==> config.mk <==
export PLATFORM = sky130hd
export DESIGN_NAME = bqf_coef_regs
export DESIGN_NICKNAME = d
export VERILOG_FILES = /design/src/rtl/core/bqf_pkg.sv /design/src/rtl/core/bqf_coef_regs.sv
export SDC_FILE = /design/constraint.sdc
export NUM_CORES = 1
export LEC_CHECK = 0
export BUFFER_PORTS_ARGS = -buffer_cell sky130_fd_sc_hd__buf_2
export CAP_MARGIN = 20
export CELL_PAD_IN_SITES_DETAIL_PLACEMENT = 0
export CELL_PAD_IN_SITES_GLOBAL_PLACEMENT = 1
export CORE_MARGIN = 2
export CORE_UTILIZATION = 37
export CTS_CLUSTER_DIAMETER = 100
export DETAILED_ROUTE_END_ITERATION = 8
export HOLD_SLACK_MARGIN = 0.05
export PLACE_DENSITY = 0.77
export SYNTH_ARGS = -nofsm -noshare
export SYNTH_HDL_FRONTEND = slang
export SYNTH_SLANG_ARGS = --single-unit
==> constraint.sdc <==
create_clock -name i_clk -period 1.3 [get_ports i_clk]
set_input_delay 0.26 -clock i_clk [delete_from_list [all_inputs] [get_ports i_clk]]
set_output_delay 0.26 -clock i_clk [all_outputs]
set_load 0.02 [all_outputs]
==> src/rtl/core/bqf_pkg.sv <==
package bqf_pkg;

    localparam int NUM_COEFS = 5;
    localparam int CFG_IDX_W = 3;

    typedef enum logic [CFG_IDX_W-1:0] {
        COEF_B0 = 3'd0,
        COEF_B1 = 3'd1,
        COEF_B2 = 3'd2,
        COEF_A1 = 3'd3,
        COEF_A2 = 3'd4
    } t_coef_idx;

    // a1 reset gain is 0x7FFF / 0x8000 in coefficient format
    localparam longint A1_RST_NUM = 64'sh7FFF;
    localparam longint A1_RST_DEN = 64'sh8000;

    // tuser bit positions on the request side
    localparam int TUSER_PRESENT = 0;
    localparam int TUSER_WANTED  = 1;
    localparam int IN_TUSER_W    = 2;

endpackage

==> src/rtl/core/bqf_coef_regs.sv <==
module bqf_coef_regs
    import bqf_pkg::*;
#(
    parameter int COEF_FRAC_BITS = 16
) (
    input  logic                                        i_clk,
    input  logic                                        i_rst_n,
    input  logic                                        i_cfg_we,
    input  logic [CFG_IDX_W-1:0]                        i_cfg_idx,
    input  logic [COEF_FRAC_BITS+1:0]                   i_cfg_data,
    output logic [NUM_COEFS-1:0][COEF_FRAC_BITS+1:0]    o_coefs
);

    localparam int     CW      = COEF_FRAC_BITS + 2;
    localparam longint ONE     = 64'sd1 <<< COEF_FRAC_BITS;
    localparam longint A1_RST  = (A1_RST_NUM <<< COEF_FRAC_BITS) / A1_RST_DEN;

    logic [NUM_COEFS-1:0][CW-1:0] r_coefs;
    logic [NUM_COEFS-1:0][CW-1:0] n_coefs;

    always_comb begin
        n_coefs = r_coefs;
        if (i_cfg_we) begin
            case (i_cfg_idx)
                COEF_B0: n_coefs[COEF_B0] = i_cfg_data;
                COEF_B1: n_coefs[COEF_B1] = i_cfg_data;
                COEF_B2: n_coefs[COEF_B2] = i_cfg_data;
                COEF_A1: n_coefs[COEF_A1] = i_cfg_data;
                COEF_A2: n_coefs[COEF_A2] = i_cfg_data;
                default: n_coefs = r_coefs;
            endcase
        end
    end

    always_ff @(posedge i_clk) begin
        if (!i_rst_n) begin
            r_coefs[COEF_B0] <= CW'(ONE);
            r_coefs[COEF_B1] <= CW'(-ONE);
            r_coefs[COEF_B2] <= '0;
            r_coefs[COEF_A1] <= CW'(A1_RST);
            r_coefs[COEF_A2] <= '0;
        end else begin
            r_coefs <= n_coefs;
        end
    end

    assign o_coefs = r_coefs;

endmodule

# Yosys cells after proc, flatten, opt, wreduce, memory -nomap -nowiden

Index checks and enable logic that the tools add are counted.

Register bits after elaboration: 90
Bits in latches: 0
Bits in writable memories: 0
Memory bits (read-only): 0
Input bits: 24
Output and inout bits: 90
Memories kept: 0

$add $sub $neg: 0
Multipliers: 0
Divide/modulo/power cells: 0
Magnitude comparators: 0
Eq/ne operators: 4
Shift-type cells: 0
Muxes and demuxes: 0
Bitwise logic cells: 0
Reductions and logical operators: 6

Operators with widths:

| kind                 | number |
|---|---|
| $reduce_and A2 Y1    | 5 |
| $eq A3 B2 Y1 const B | 2 |
| $eq A3 B1 Y1 const B | 1 |
| $eq A3 B3 Y1 const B | 1 |
| $logic_not A3 Y1     | 1 |

# Longest topological paths before layout

Gate-level depths: netlist of the first run.

Word-level depth: 2
Mapped depth: 5

# Worst setup path after synthesis of the first run

No wires, ideal clock.

Path kind: in2reg
Start point: in i_cfg_idx[1]
End point: reg r_coefs (netlist bit o_coefs[16])
Library setup time: 121 ps
Arrival time: 1059 ps
Data required time: 1179 ps
Path slack: 120 ps
Cell stages on the path: 3
Buffers on the path: 1
Cells stage by stage: or4b_1 buf_6 mux2i_1

Longest elaborated chain between the ends: 2

RTL lines:

| what                          | line                | text |
|---|---|---|
| start, declared               | bqf_coef_regs.sv:9  | `input logic [CFG_IDX_W-1:0] i_cfg_idx,` |
| $logic_not A3 Y1              | bqf_coef_regs.sv:24 | `case (i_cfg_idx)` |
| $reduce_and A2 Y1 (no line)   | n/a                 |  |
| end signal, assigned by index | bqf_coef_regs.sv:37 | `r_coefs[COEF_B0] <= CW'(ONE);` |
| end signal, assigned by index | bqf_coef_regs.sv:38 | `r_coefs[COEF_B1] <= CW'(-ONE);` |
| end signal, assigned by index | bqf_coef_regs.sv:40 | `r_coefs[COEF_A1] <= CW'(A1_RST);` |
| end, declared                 | bqf_coef_regs.sv:18 | `logic [NUM_COEFS-1:0][CW-1:0] r_coefs;` |

Every way passes these cells.
A chain may end at the register's enable or synchronous reset.

# Worst setup path after layout of the first run

Start point: reg r_coefs (netlist bit o_coefs[15])
End point: out o_coefs[15] in the netlist's numbering

RTL lines:

| what          | line                | text |
|---|---|---|
| end, declared | bqf_coef_regs.sv:11 | `output logic [NUM_COEFS-1:0][COEF_FRAC_BITS+1:0] o_coefs` |

No word-level cell between the ends.

==> impl_metrics.py, run 1 <==
metrics = {
    "hold_path": {
        "min_to": "o_coefs[61]",
        "hold_depth": 3,
        "hp-start": "i_cfg_data[7]",
        "hold_class": "in -> reg",
    },
    "run_status": {
        "status": "completed",
    },
    "pwr": {
        "switching_share_pct": 24.9,
        "switching_power_uw": 1370,
        "vdd_drop_max_uv": 658,
        "internal-power_uw": 4130,
        "p_seq_share_pct": 51.7,
        "pwr-share-clk_pct": 39.2,
        "leakage_uw": 0.00219,
        "powerDensity_nw_per_um2": 1230,
        "combPwrFrac_pct": 9.0,
    },
    "layout": {
        "antenna_cells": 0,
        "fin_nets": 475,
        "fill_cells": 892,
        "multi_input_area_um2": 1530,
        "final_util_pct": 49.1,
        "final_area_um2": 4490,
        "seq_area_um2": 1800,
        "fin_cells": 567,
        "drive_above_1_share_pct": 32.0,
        "largest_register_ffs": 90,
        "syn_to_final_growth_pct": 30.2,
    },
    "floorplanning": {
        "fp.dieH_um": 101,
        "core_area_um2": 9150,
        "fp-row-count": 35,
        "ios": 114,
        "design.die.area_um2": 10100,
        "die_w_um": 101,
        "start_util_pct": 37.7,
    },
    "worst_setup_path": {
        "crit_buf_inv": 1,
        "crit_required_ps": 1040,
        "max_stage_delay_ps": 370,
        "crit_path_start_kind": "flop",
        "critPathMaxFanout": 2,
        "arrival_ps": 900,
        "path_delay_family": "flip-flops",
        "reg2reg_to": "o_coefs[16]",
        "ff2ff_path_depth": 2,
        "rrSetupSlack_ps": 680,
        "critPathKind": "reg -> out",
        "worst_setup_path_end_kind": "output port",
        "path_cells": "buf_2",
        "r2r_start": "o_coefs[16]",
        "crit_slowest_cell": "dfxtp_1",
    },
    "timing": {
        "final.min_clock_period_ps": 1160,
        "setup_viol": 0,
        "finalMaxSlewViolations": 0,
        "final.setup_skew_ps": 0,
        "tns_ps": 0,
        "maxSlewHeadroom_pct": 83.7,
        "fmax_mhz": 865,
        "rsz0062_at_grt": "false",
        "worst_slack_ps": 144,
        "worstMarginPinSlew_ps": 244,
        "hold_viol": 0,
        "fin_crit_sh_pct": 88.9,
    },
    "drt": {
        "drt-initial-drc-count": 37,
        "drc": 0,
        "drtPass1Iterations": 4,
        "viasPerCell": 4.71,
        "dr_total_vias": 2673,
        "avgRoutedWirePerCell_um": 14.5,
        "postRouteAntennaNets": 0,
        "drt_wl_total_um": 8220,
    },
    "clock_network": {
        "post_cts.repair.setup_buffers": 0,
        "numCtsBuffers": 9,
        "cts-htree-levels": 3,
        "clkSinkCount": 90,
        "clock_path_buffers": 2,
        "cts_tree": "built",
        "cts.clk_slew.worst_paths_ps": 90,
        "clkLatencyLatePin_ps": 350,
        "clock-root-buffer": "clkbuf_8",
        "cts_resized": 0,
        "hold_buffers": 0,
    },
    "place": {
        "dpl.hpwl_um": 6030,
        "dpl_cell_area_um2": 4270,
        "numPlacedInstances": 551,
        "io_buffers": 113,
        "dpl_worst_slack_ps": -71.2,
        "finalWeightedCongestion": 0.763,
    },
    "grt": {
        "grt_max_degree": 39,
        "antenna_found_initial": 0,
        "grt_usage_pct": 17.1,
        "gr-total-overflow": 0,
        "grt_pass1_vias": 2550,
        "grt_pass1_wl_um": 13200,
    },
    "logic_synthesis": {
        "ys_warn_count": 0,
        "synth_cells": 335,
        "syn_avg_cell_area_um2": 10.3,
        "synth.ff_latch_count": 90,
        "syn_area_um2": 3450,
        "syn-num-nets": 359,
        "yosys.cell_types.count": 14,
        "ys_seq_area_share_pct": 52.2,
    },
    "run": {
        "drv_cap": 0,
    },
}
## stage by stage
stage | hold WS, ps | total power (µW)
after detailed placement | 444 | 3420
after floorplan | 426 | 3200
after CTS | 157 | 5580
final | 171 | 5500
after global routing | 168 | 5730
after global placement | 440 | 3410
## power by group through the flow
stage	Combinational [µW]	Clock [µW]	Sequential, µW
after detailed placement	508	0	2910
after CTS	509	2230	2850
after global routing	543	2330	2860
after floorplan	214	0	2980
after global placement	501	0	2910
final	498	2160	2850
## synthesized netlist by cell type, drive strengths merged
cell type | n | share of area [%]
and4b | 1 | 0.29
nor2b | 35 | 6.3
mux2i | 90 | 26
buf | 14 | 2.6
nand2 | 90 | 9.8
nor4b | 1 | 0.25
and4bb | 1 | 0.36
or4b | 1 | 0.29
dfxtp | 90 | 52
nand4bb | 2 | 0.65
clkbuf | 10 | 1.1
## placed cells by master (no fill, tap or decap)
| cell | synthesis | routed |
|---|---|---|
| clkbuf_8 | 0 | 9 |
| bufinv_16 | 0 | 2 |
| buf_2 | 6 | 112 |
| nand4bb_1 | 2 | 2 |
| inv_6 | 0 | 2 |
| nor4b_2 | 0 | 1 |
| or4b_1 | 1 | 1 |
| nor2b_1 | 35 | 35 |
| clkbuf_1 | 10 | 1 |
| buf_12 | 0 | 9 |
| clkinvlp_4 | 0 | 1 |
| dfxtp_1 | 90 | 90 |
| mux2i_1 | 90 | 90 |
| and4bb_2 | 1 | 1 |
| buf_4 | 6 | 8 |
| and4b_1 | 1 | 1 |
| inv_8 | 0 | 1 |
| nand2_1 | 90 | 90 |
## layer usage
| layer | vias up | track usage [%] | wire length [µm] |
|---|---|---|---|
| li1 | 1331 | - | - |
| met3 | 8 | 5.20 | 552 |
| met5 | - | 0 | 0 |
| met1 | 1252 | 22.0 | 3810 |
| met2 | 82 | 27.4 | 3770 |
| met4 | 0 | 5.69 | 94 |
## logic make-up (layout without fill, tap and decap cells)
| group | Yosys count | after routing | share of synthesized area [%] |
|---|---|---|---|
| mux | 90 | 90 | 26.1 |
| simple gates | 131 | 131 | 18.0 |
| buf+inv | 24 | 145 | 3.70 |
| flops | 90 | 90 | 52.2 |
## worst max path at each step
stage / from / to / slack [ps] / cells after the start
after floorplan: i_cfg_idx[1] / o_coefs[16] / 120 / 3
after global placement: i_cfg_idx[1] / o_coefs[14] / -40 / 4
after detailed placement: i_cfg_idx[1] / o_coefs[11] / -70 / 4
after CTS: o_coefs[73] / o_coefs[73] / 120 / 1
after global routing: o_coefs[49] / o_coefs[49] / 90 / 1
final: o_coefs[15] / o_coefs[15] / 140 / 1
## layout make-up
| class | count | area share, % |
|---|---|---|
| clock buffer | 10 | 2.84 |
| sequential | 90 | 40.1 |
| tap | 111 | 3.09 |
| multi-input combinational | 221 | 34.0 |
| clock inverter | 6 | 2.14 |
| timing repair buffer | 129 | 17.8 |
No activity file was read; power rests on OpenSTA's default activity.
==> run 2, diff against run 1 <==
Settings changed: ABC_AREA from default to 1, CORE_UTILIZATION 37 to 35, GPL_TIMING_DRIVEN from default to 1, PLACE_DENSITY 0.77 to 0.78.
==> impl_metrics.py, run 2 <==
metrics = {
    "worst_setup_path": {
        "crit_slowest_cell": "dfxtp_1",
        "critPathMaxFanout": 2,
        "worst_setup_path_end_kind": "output port",
        "r2r_start": "o_coefs[42]",
        "crit_buf_inv": 1,
        "ff2ff_path_depth": 2,
        "max_stage_delay_ps": 380,
        "cp_num_cells": 1,
        "rrSetupSlack_ps": 700,
        "path_cells": "buf_2",
        "reg2reg_to": "o_coefs[42]",
        "path_delay_family": "flip-flops",
        "arrival_ps": 890,
        "crit_path_start_kind": "flop",
        "crit_required_ps": 1040,
        "critPathKind": "reg -> out",
    },
    "logic_synthesis": {
        "yosys.cell_types.count": 17,
        "synth_cells": 502,
        "synthTopCellsByArea": "dfxtp_1 (50%), nor2_1 (15%), nand3_1 (12%)",
        "synth.ff_latch_count": 90,
        "synthFlopType": "dfxtp_1",
        "syn_avg_cell_area_um2": 7.14,
        "syn-num-nets": 526,
        "ys_top_cells_by_count": "nor2_1 (145), nand2_1 (115), dfxtp_1 (90)",
        "synth_top_area_share_pct": 50.2,
        "synth_edf_count": 0,
        "ys_seq_area_share_pct": 50.2,
        "ys_warn_count": 0,
        "synth_top_area_cell": "dfxtp_1",
        "synth.most_common_cell": "nor2_1",
        "synthArstFlopShare_pct": 0,
        "syn_area_um2": 3590,
    },
    "grt": {
        "antenna_found_initial": 0,
        "grt_usage_pct": 18.4,
        "gr-total-overflow": 0,
        "grt_max_degree": 63,
        "grt_pass1_vias": 3229,
        "grt_pass1_wl_um": 16300,
    },
    "clock_network": {
        "clock_path_buffers": 2,
        "cts.clk_slew.worst_paths_ps": 90,
        "clkLatencyLatePin_ps": 350,
        "cts_tree": "built",
        "post_cts.repair.setup_buffers": 0,
        "cts-htree-levels": 3,
        "hold_buffers": 0,
        "numCtsBuffers": 9,
        "clkSinkCount": 90,
        "cts_resized": 0,
        "clock-root-buffer": "clkbuf_8",
    },
    "floorplanning": {
        "fp-row-count": 36,
        "fp.dieH_um": 105,
        "design.die.area_um2": 11100,
        "ios": 114,
        "core_area_um2": 9860,
        "start_util_pct": 36.4,
        "die_w_um": 105,
    },
    "pwr": {
        "leakage_uw": 0.00226,
        "p_seq_share_pct": 50.6,
        "vdd_drop_max_uv": 619,
        "pwr-share-clk_pct": 36.5,
        "combPwrFrac_pct": 12.9,
        "switching_power_uw": 1510,
        "switching_share_pct": 26.3,
        "powerDensity_nw_per_um2": 1260,
        "internal-power_uw": 4230,
    },
    "timing": {
        "finalMaxSlewViolations": 0,
        "worstMarginPinSlew_ps": 460,
        "hold_viol": 0,
        "rsz0062_at_grt": "false",
        "final.min_clock_period_ps": 1150,
        "fin_crit_sh_pct": 88.8,
        "final.setup_skew_ps": 0,
        "maxSlewHeadroom_pct": 69.2,
        "tns_ps": 0,
        "fmax_mhz": 866,
        "setup_viol": 0,
    },
    "drt": {
        "dr_total_vias": 3440,
        "drt-initial-drc-count": 93,
        "postRouteAntennaNets": 0,
        "drc": 0,
        "viasPerCell": 4.58,
        "drtPass1Iterations": 4,
        "drt_wl_total_um": 10100,
        "avgRoutedWirePerCell_um": 13.4,
    },
    "place": {
        "io_buffers": 113,
        "finalWeightedCongestion": 0.793,
        "dpl.hpwl_um": 7040,
    },
    "layout": {
        "largest_register_ffs": 90,
        "antenna_cells": 0,
        "drive_above_1_share_pct": 25.4,
        "syn_to_final_growth_pct": 27.1,
        "layout_common_cells": "nor2_1 (144), nand2_1 (115), buf_2 (113)",
        "fin_nets": 637,
        "layout.cells.most_common": "nor2_1",
        "final_util_pct": 46.2,
    },
    "hold_path": {
        "min_to": "o_coefs[68]",
        "hold_depth": 3,
        "hold_class": "in -> reg",
        "hp-start": "i_cfg_data[14]",
    },
    "run": {
        "drv_cap": 0,
    },
    "run_status": {
        "status": "completed",
    },
}
## run 2: cell types whose count changed after synthesis, moves of 21 or more
| cell | change |
|---|---|
| nor2_1 | +145 |
| mux2i_1 | -90 |
| nand3_1 | +89 |
| nor2b_1 | -35 |
| nand2_1 | +25 |
| inv_1 | +21 |
## run 2: layout make-up
class / instances / area [µm²]
inverters: 24 / 90.1
well taps: 133 / 166
fillers: 1058 / 5310
clock buffers: 11 / 141
clock inverters: 5 / 77.6
multi-input cells: 360 / 1530
flip-flops and latches: 90 / 1800
repair buffers: 128 / 753
## run 2: cells by family (layout without fill, tap and decap cells)
group	Yosys count	in the layout	share of synthesized area (%)
buf+inv	52	168	7.40
flops	90	90	50.2
simple gates	360	360	42.4
## run 2: worst max-delay path by stage
| stage | startpoint | endpoint | slack, ps |
|---|---|---|---|
| 2_1_floorplan | i_cfg_idx[2] | o_coefs[88] | 300 |
| 3_3_place_gp | i_cfg_idx[2] | o_coefs[40] | 70 |
| 5_1_grt | o_coefs[35] | o_coefs[35] | 110 |
| 3_5_place_dp | i_cfg_idx[2] | o_coefs[40] | 40 |
| 4_1_cts | o_coefs[35] | o_coefs[35] | 130 |
| 6_report | o_coefs[35] | o_coefs[35] | 150 |
## run 2: power groups by stage
stage               registers, µW  clock network (µW)  logic [µW]
floorplan                    3080                   0         358
global placement             2970                   0         737
detailed placement           2970                   0         748
CTS                          2900                2160         749
global route                 2920                2260         825
finish                       2900                2100         742
## run 2: stage by stage
step | area [µm²] | instances | hold WS (ps) | power, µW | worst slack (ps)
after floorplan | 3590 | 502 | 373 | 3440 | 299
after global placement | 4340 | 735 | 436 | 3700 | 74.9
after detailed placement | 4340 | 735 | 438 | 3720 | 40.8
after CTS | 4560 | 751 | 119 | 5810 | 131
after global routing | 4560 | 751 | 131 | 6000 | 108
final | 4560 | 751 | 140 | 5740 | 146
## run 2: tightest hold or removal path, stage by stage
cell and delay [ps]:
buf_2 90, nand2_1 50, nand3_1 60
## run 2: routing by layer
layer,up-vias,wire [µm],track usage (%)
met5,-,0,0
met4,0,159,6.38
met3,16,709,4.08
met2,106,4590,28.9
met1,1541,4610,24.9
li1,1777,-,-
==> run 3, diff against run 2 <==
Settings changed: MAX_ROUTING_LAYER from default to met4.
==> impl_metrics.py, run 3 (synthesis gave the netlist of run 2 again) <==
metrics = {
    "run_status": {
        "status": "completed",
    },
    "worst_setup_path": {
        "reg2reg_to": "o_coefs[42]",
        "r2r_start": "o_coefs[42]",
        "arrival_ps": 890,
        "rrSetupSlack_ps": 700,
        "ff2ff_path_depth": 2,
        "crit_required_ps": 1040,
        "path_cells": "buf_2",
        "max_stage_delay_ps": 370,
        "path_delay_family": "flip-flops",
        "crit_buf_inv": 1,
        "worst_setup_path_end_kind": "output port",
        "critPathKind": "reg -> out",
        "critPathMaxFanout": 2,
        "crit_path_start_kind": "flop",
        "crit_slowest_cell": "dfxtp_1",
    },
    "hold_path": {
        "min_to": "o_coefs[68]",
        "hold_class": "in -> reg",
        "hp-start": "i_cfg_data[14]",
        "hold_depth": 3,
    },
    "layout": {
        "layout_common_cells": "nor2_1 (144), nand2_1 (115), buf_2 (113)",
        "seq_area_um2": 1800,
        "layout.cells.most_common": "nor2_1",
        "largest_register_ffs": 90,
        "syn_to_final_growth_pct": 27.1,
        "drive_above_1_share_pct": 25.4,
        "multi_input_area_um2": 1530,
        "fill_cells": 1058,
        "fin_cells": 751,
        "antenna_cells": 0,
        "fin_nets": 637,
    },
    "clock_network": {
        "clkSinkCount": 90,
        "clock-root-buffer": "clkbuf_8",
        "numCtsBuffers": 9,
        "cts_resized": 0,
        "cts.clk_slew.worst_paths_ps": 90,
        "hold_buffers": 0,
        "cts_tree": "built",
        "clkLatencyLatePin_ps": 350,
        "clock_path_buffers": 2,
        "cts-htree-levels": 3,
        "post_cts.repair.setup_buffers": 0,
    },
    "timing": {
        "fmax_mhz": 867,
        "setup_viol": 0,
        "tns_ps": 0,
        "final.setup_skew_ps": 0,
        "maxSlewHeadroom_pct": 69.7,
        "final.min_clock_period_ps": 1150,
        "worstMarginPinSlew_ps": 453,
        "hold_ws_ps": 139,
        "finalMaxSlewViolations": 0,
        "rsz0062_at_grt": "false",
        "hold_viol": 0,
        "fin_crit_sh_pct": 88.7,
    },
    "pwr": {
        "vdd_drop_max_uv": 616,
        "leakage_uw": 0.00226,
        "powerDensity_nw_per_um2": 1260,
    },
    "grt": {
        "gr-total-overflow": 0,
        "busiest_layer": "met2",
        "grtUsageMet2_pct": 28.9,
        "grt_use_met3_pct": 3.83,
        "grt_max_degree": 63,
        "antenna_found_initial": 0,
        "grt_pass1_vias": 3245,
        "grt_pass1_wl_um": 16300,
        "use_met1_pct": 25.2,
        "grt_usage_pct": 19.0,
    },
    "drt": {
        "postRouteAntennaNets": 0,
        "drt_wl_total_um": 10000,
        "dr_total_vias": 3447,
        "avgRoutedWirePerCell_um": 13.4,
        "drt-initial-drc-count": 101,
        "drtPass1Iterations": 4,
        "viasPerCell": 4.59,
        "drc": 0,
    },
    "floorplanning": {
        "fp-row-count": 36,
        "core_area_um2": 9860,
        "ios": 114,
        "design.die.area_um2": 11100,
        "die_w_um": 105,
        "start_util_pct": 36.4,
        "fp.dieH_um": 105,
    },
    "run": {
        "drv_cap": 0,
    },
    "place": {
        "dpl.hpwl_um": 7040,
        "io_buffers": 113,
        "finalWeightedCongestion": 0.805,
        "numPlacedInstances": 735,
    },
}
-- run 3: cell counts in the layout (fill, tap and decap cells not counted) --
No cell type changed its count.
-- run 3: per-stage QoR --
stage | power, µW | util [%] | worst slack, ps | area (µm²)
after floorplan | 3440 | - | 299 | 3590
after global placement | 3700 | 44.0 | 74.9 | 4340
after detailed placement | 3720 | 44.0 | 40.8 | 4340
after CTS | 5810 | 46.2 | 131 | 4560
after global routing | 6000 | 46.2 | 108 | 4560
final | 5740 | 46.2 | 147 | 4560
-- run 3: cell type report --
| class | count | area share (%) |
|---|---|---|
| Clock buffer | 11 | 3.10 |
| Clock inverter | 5 | 1.70 |
| Inverter | 24 | 1.98 |
| Multi-Input combinational cell | 360 | 33.5 |
| Sequential cell | 90 | 39.5 |
| Tap cell | 133 | 3.65 |
| Timing Repair Buffer | 128 | 16.5 |
-- run 3: where the power goes --
| group | internal [µW] | total, µW | switching [µW] |
|---|---|---|---|
| sequential | 2850 | 2900 | 50.7 |
| clock | 1130 | 2090 | 961 |
| combinational | 247 | 742 | 495 |
| total | 4230 | 5740 | 1510 |
-- run 3: layer usage --
| layer | share of wire, % | wire length (µm) |
|---|---|---|
| met4 | 1.6 | 162 |
| met3 | 7.0 | 708 |
| met5 | 0 | 0 |
| met2 | 45 | 4520 |
| met1 | 46 | 4650 |
-- run 3: worst max-delay path by stage --
stage	startpoint	endpoint	slack, ps	cells after the start
floorplan	i_cfg_idx[2]	o_coefs[88]	300	6
global placement	i_cfg_idx[2]	o_coefs[40]	70	6
detailed placement	i_cfg_idx[2]	o_coefs[40]	40	6
CTS	o_coefs[35]	o_coefs[35]	130	1
global route	o_coefs[35]	o_coefs[35]	110	1
finish	o_coefs[35]	o_coefs[35]	150	1
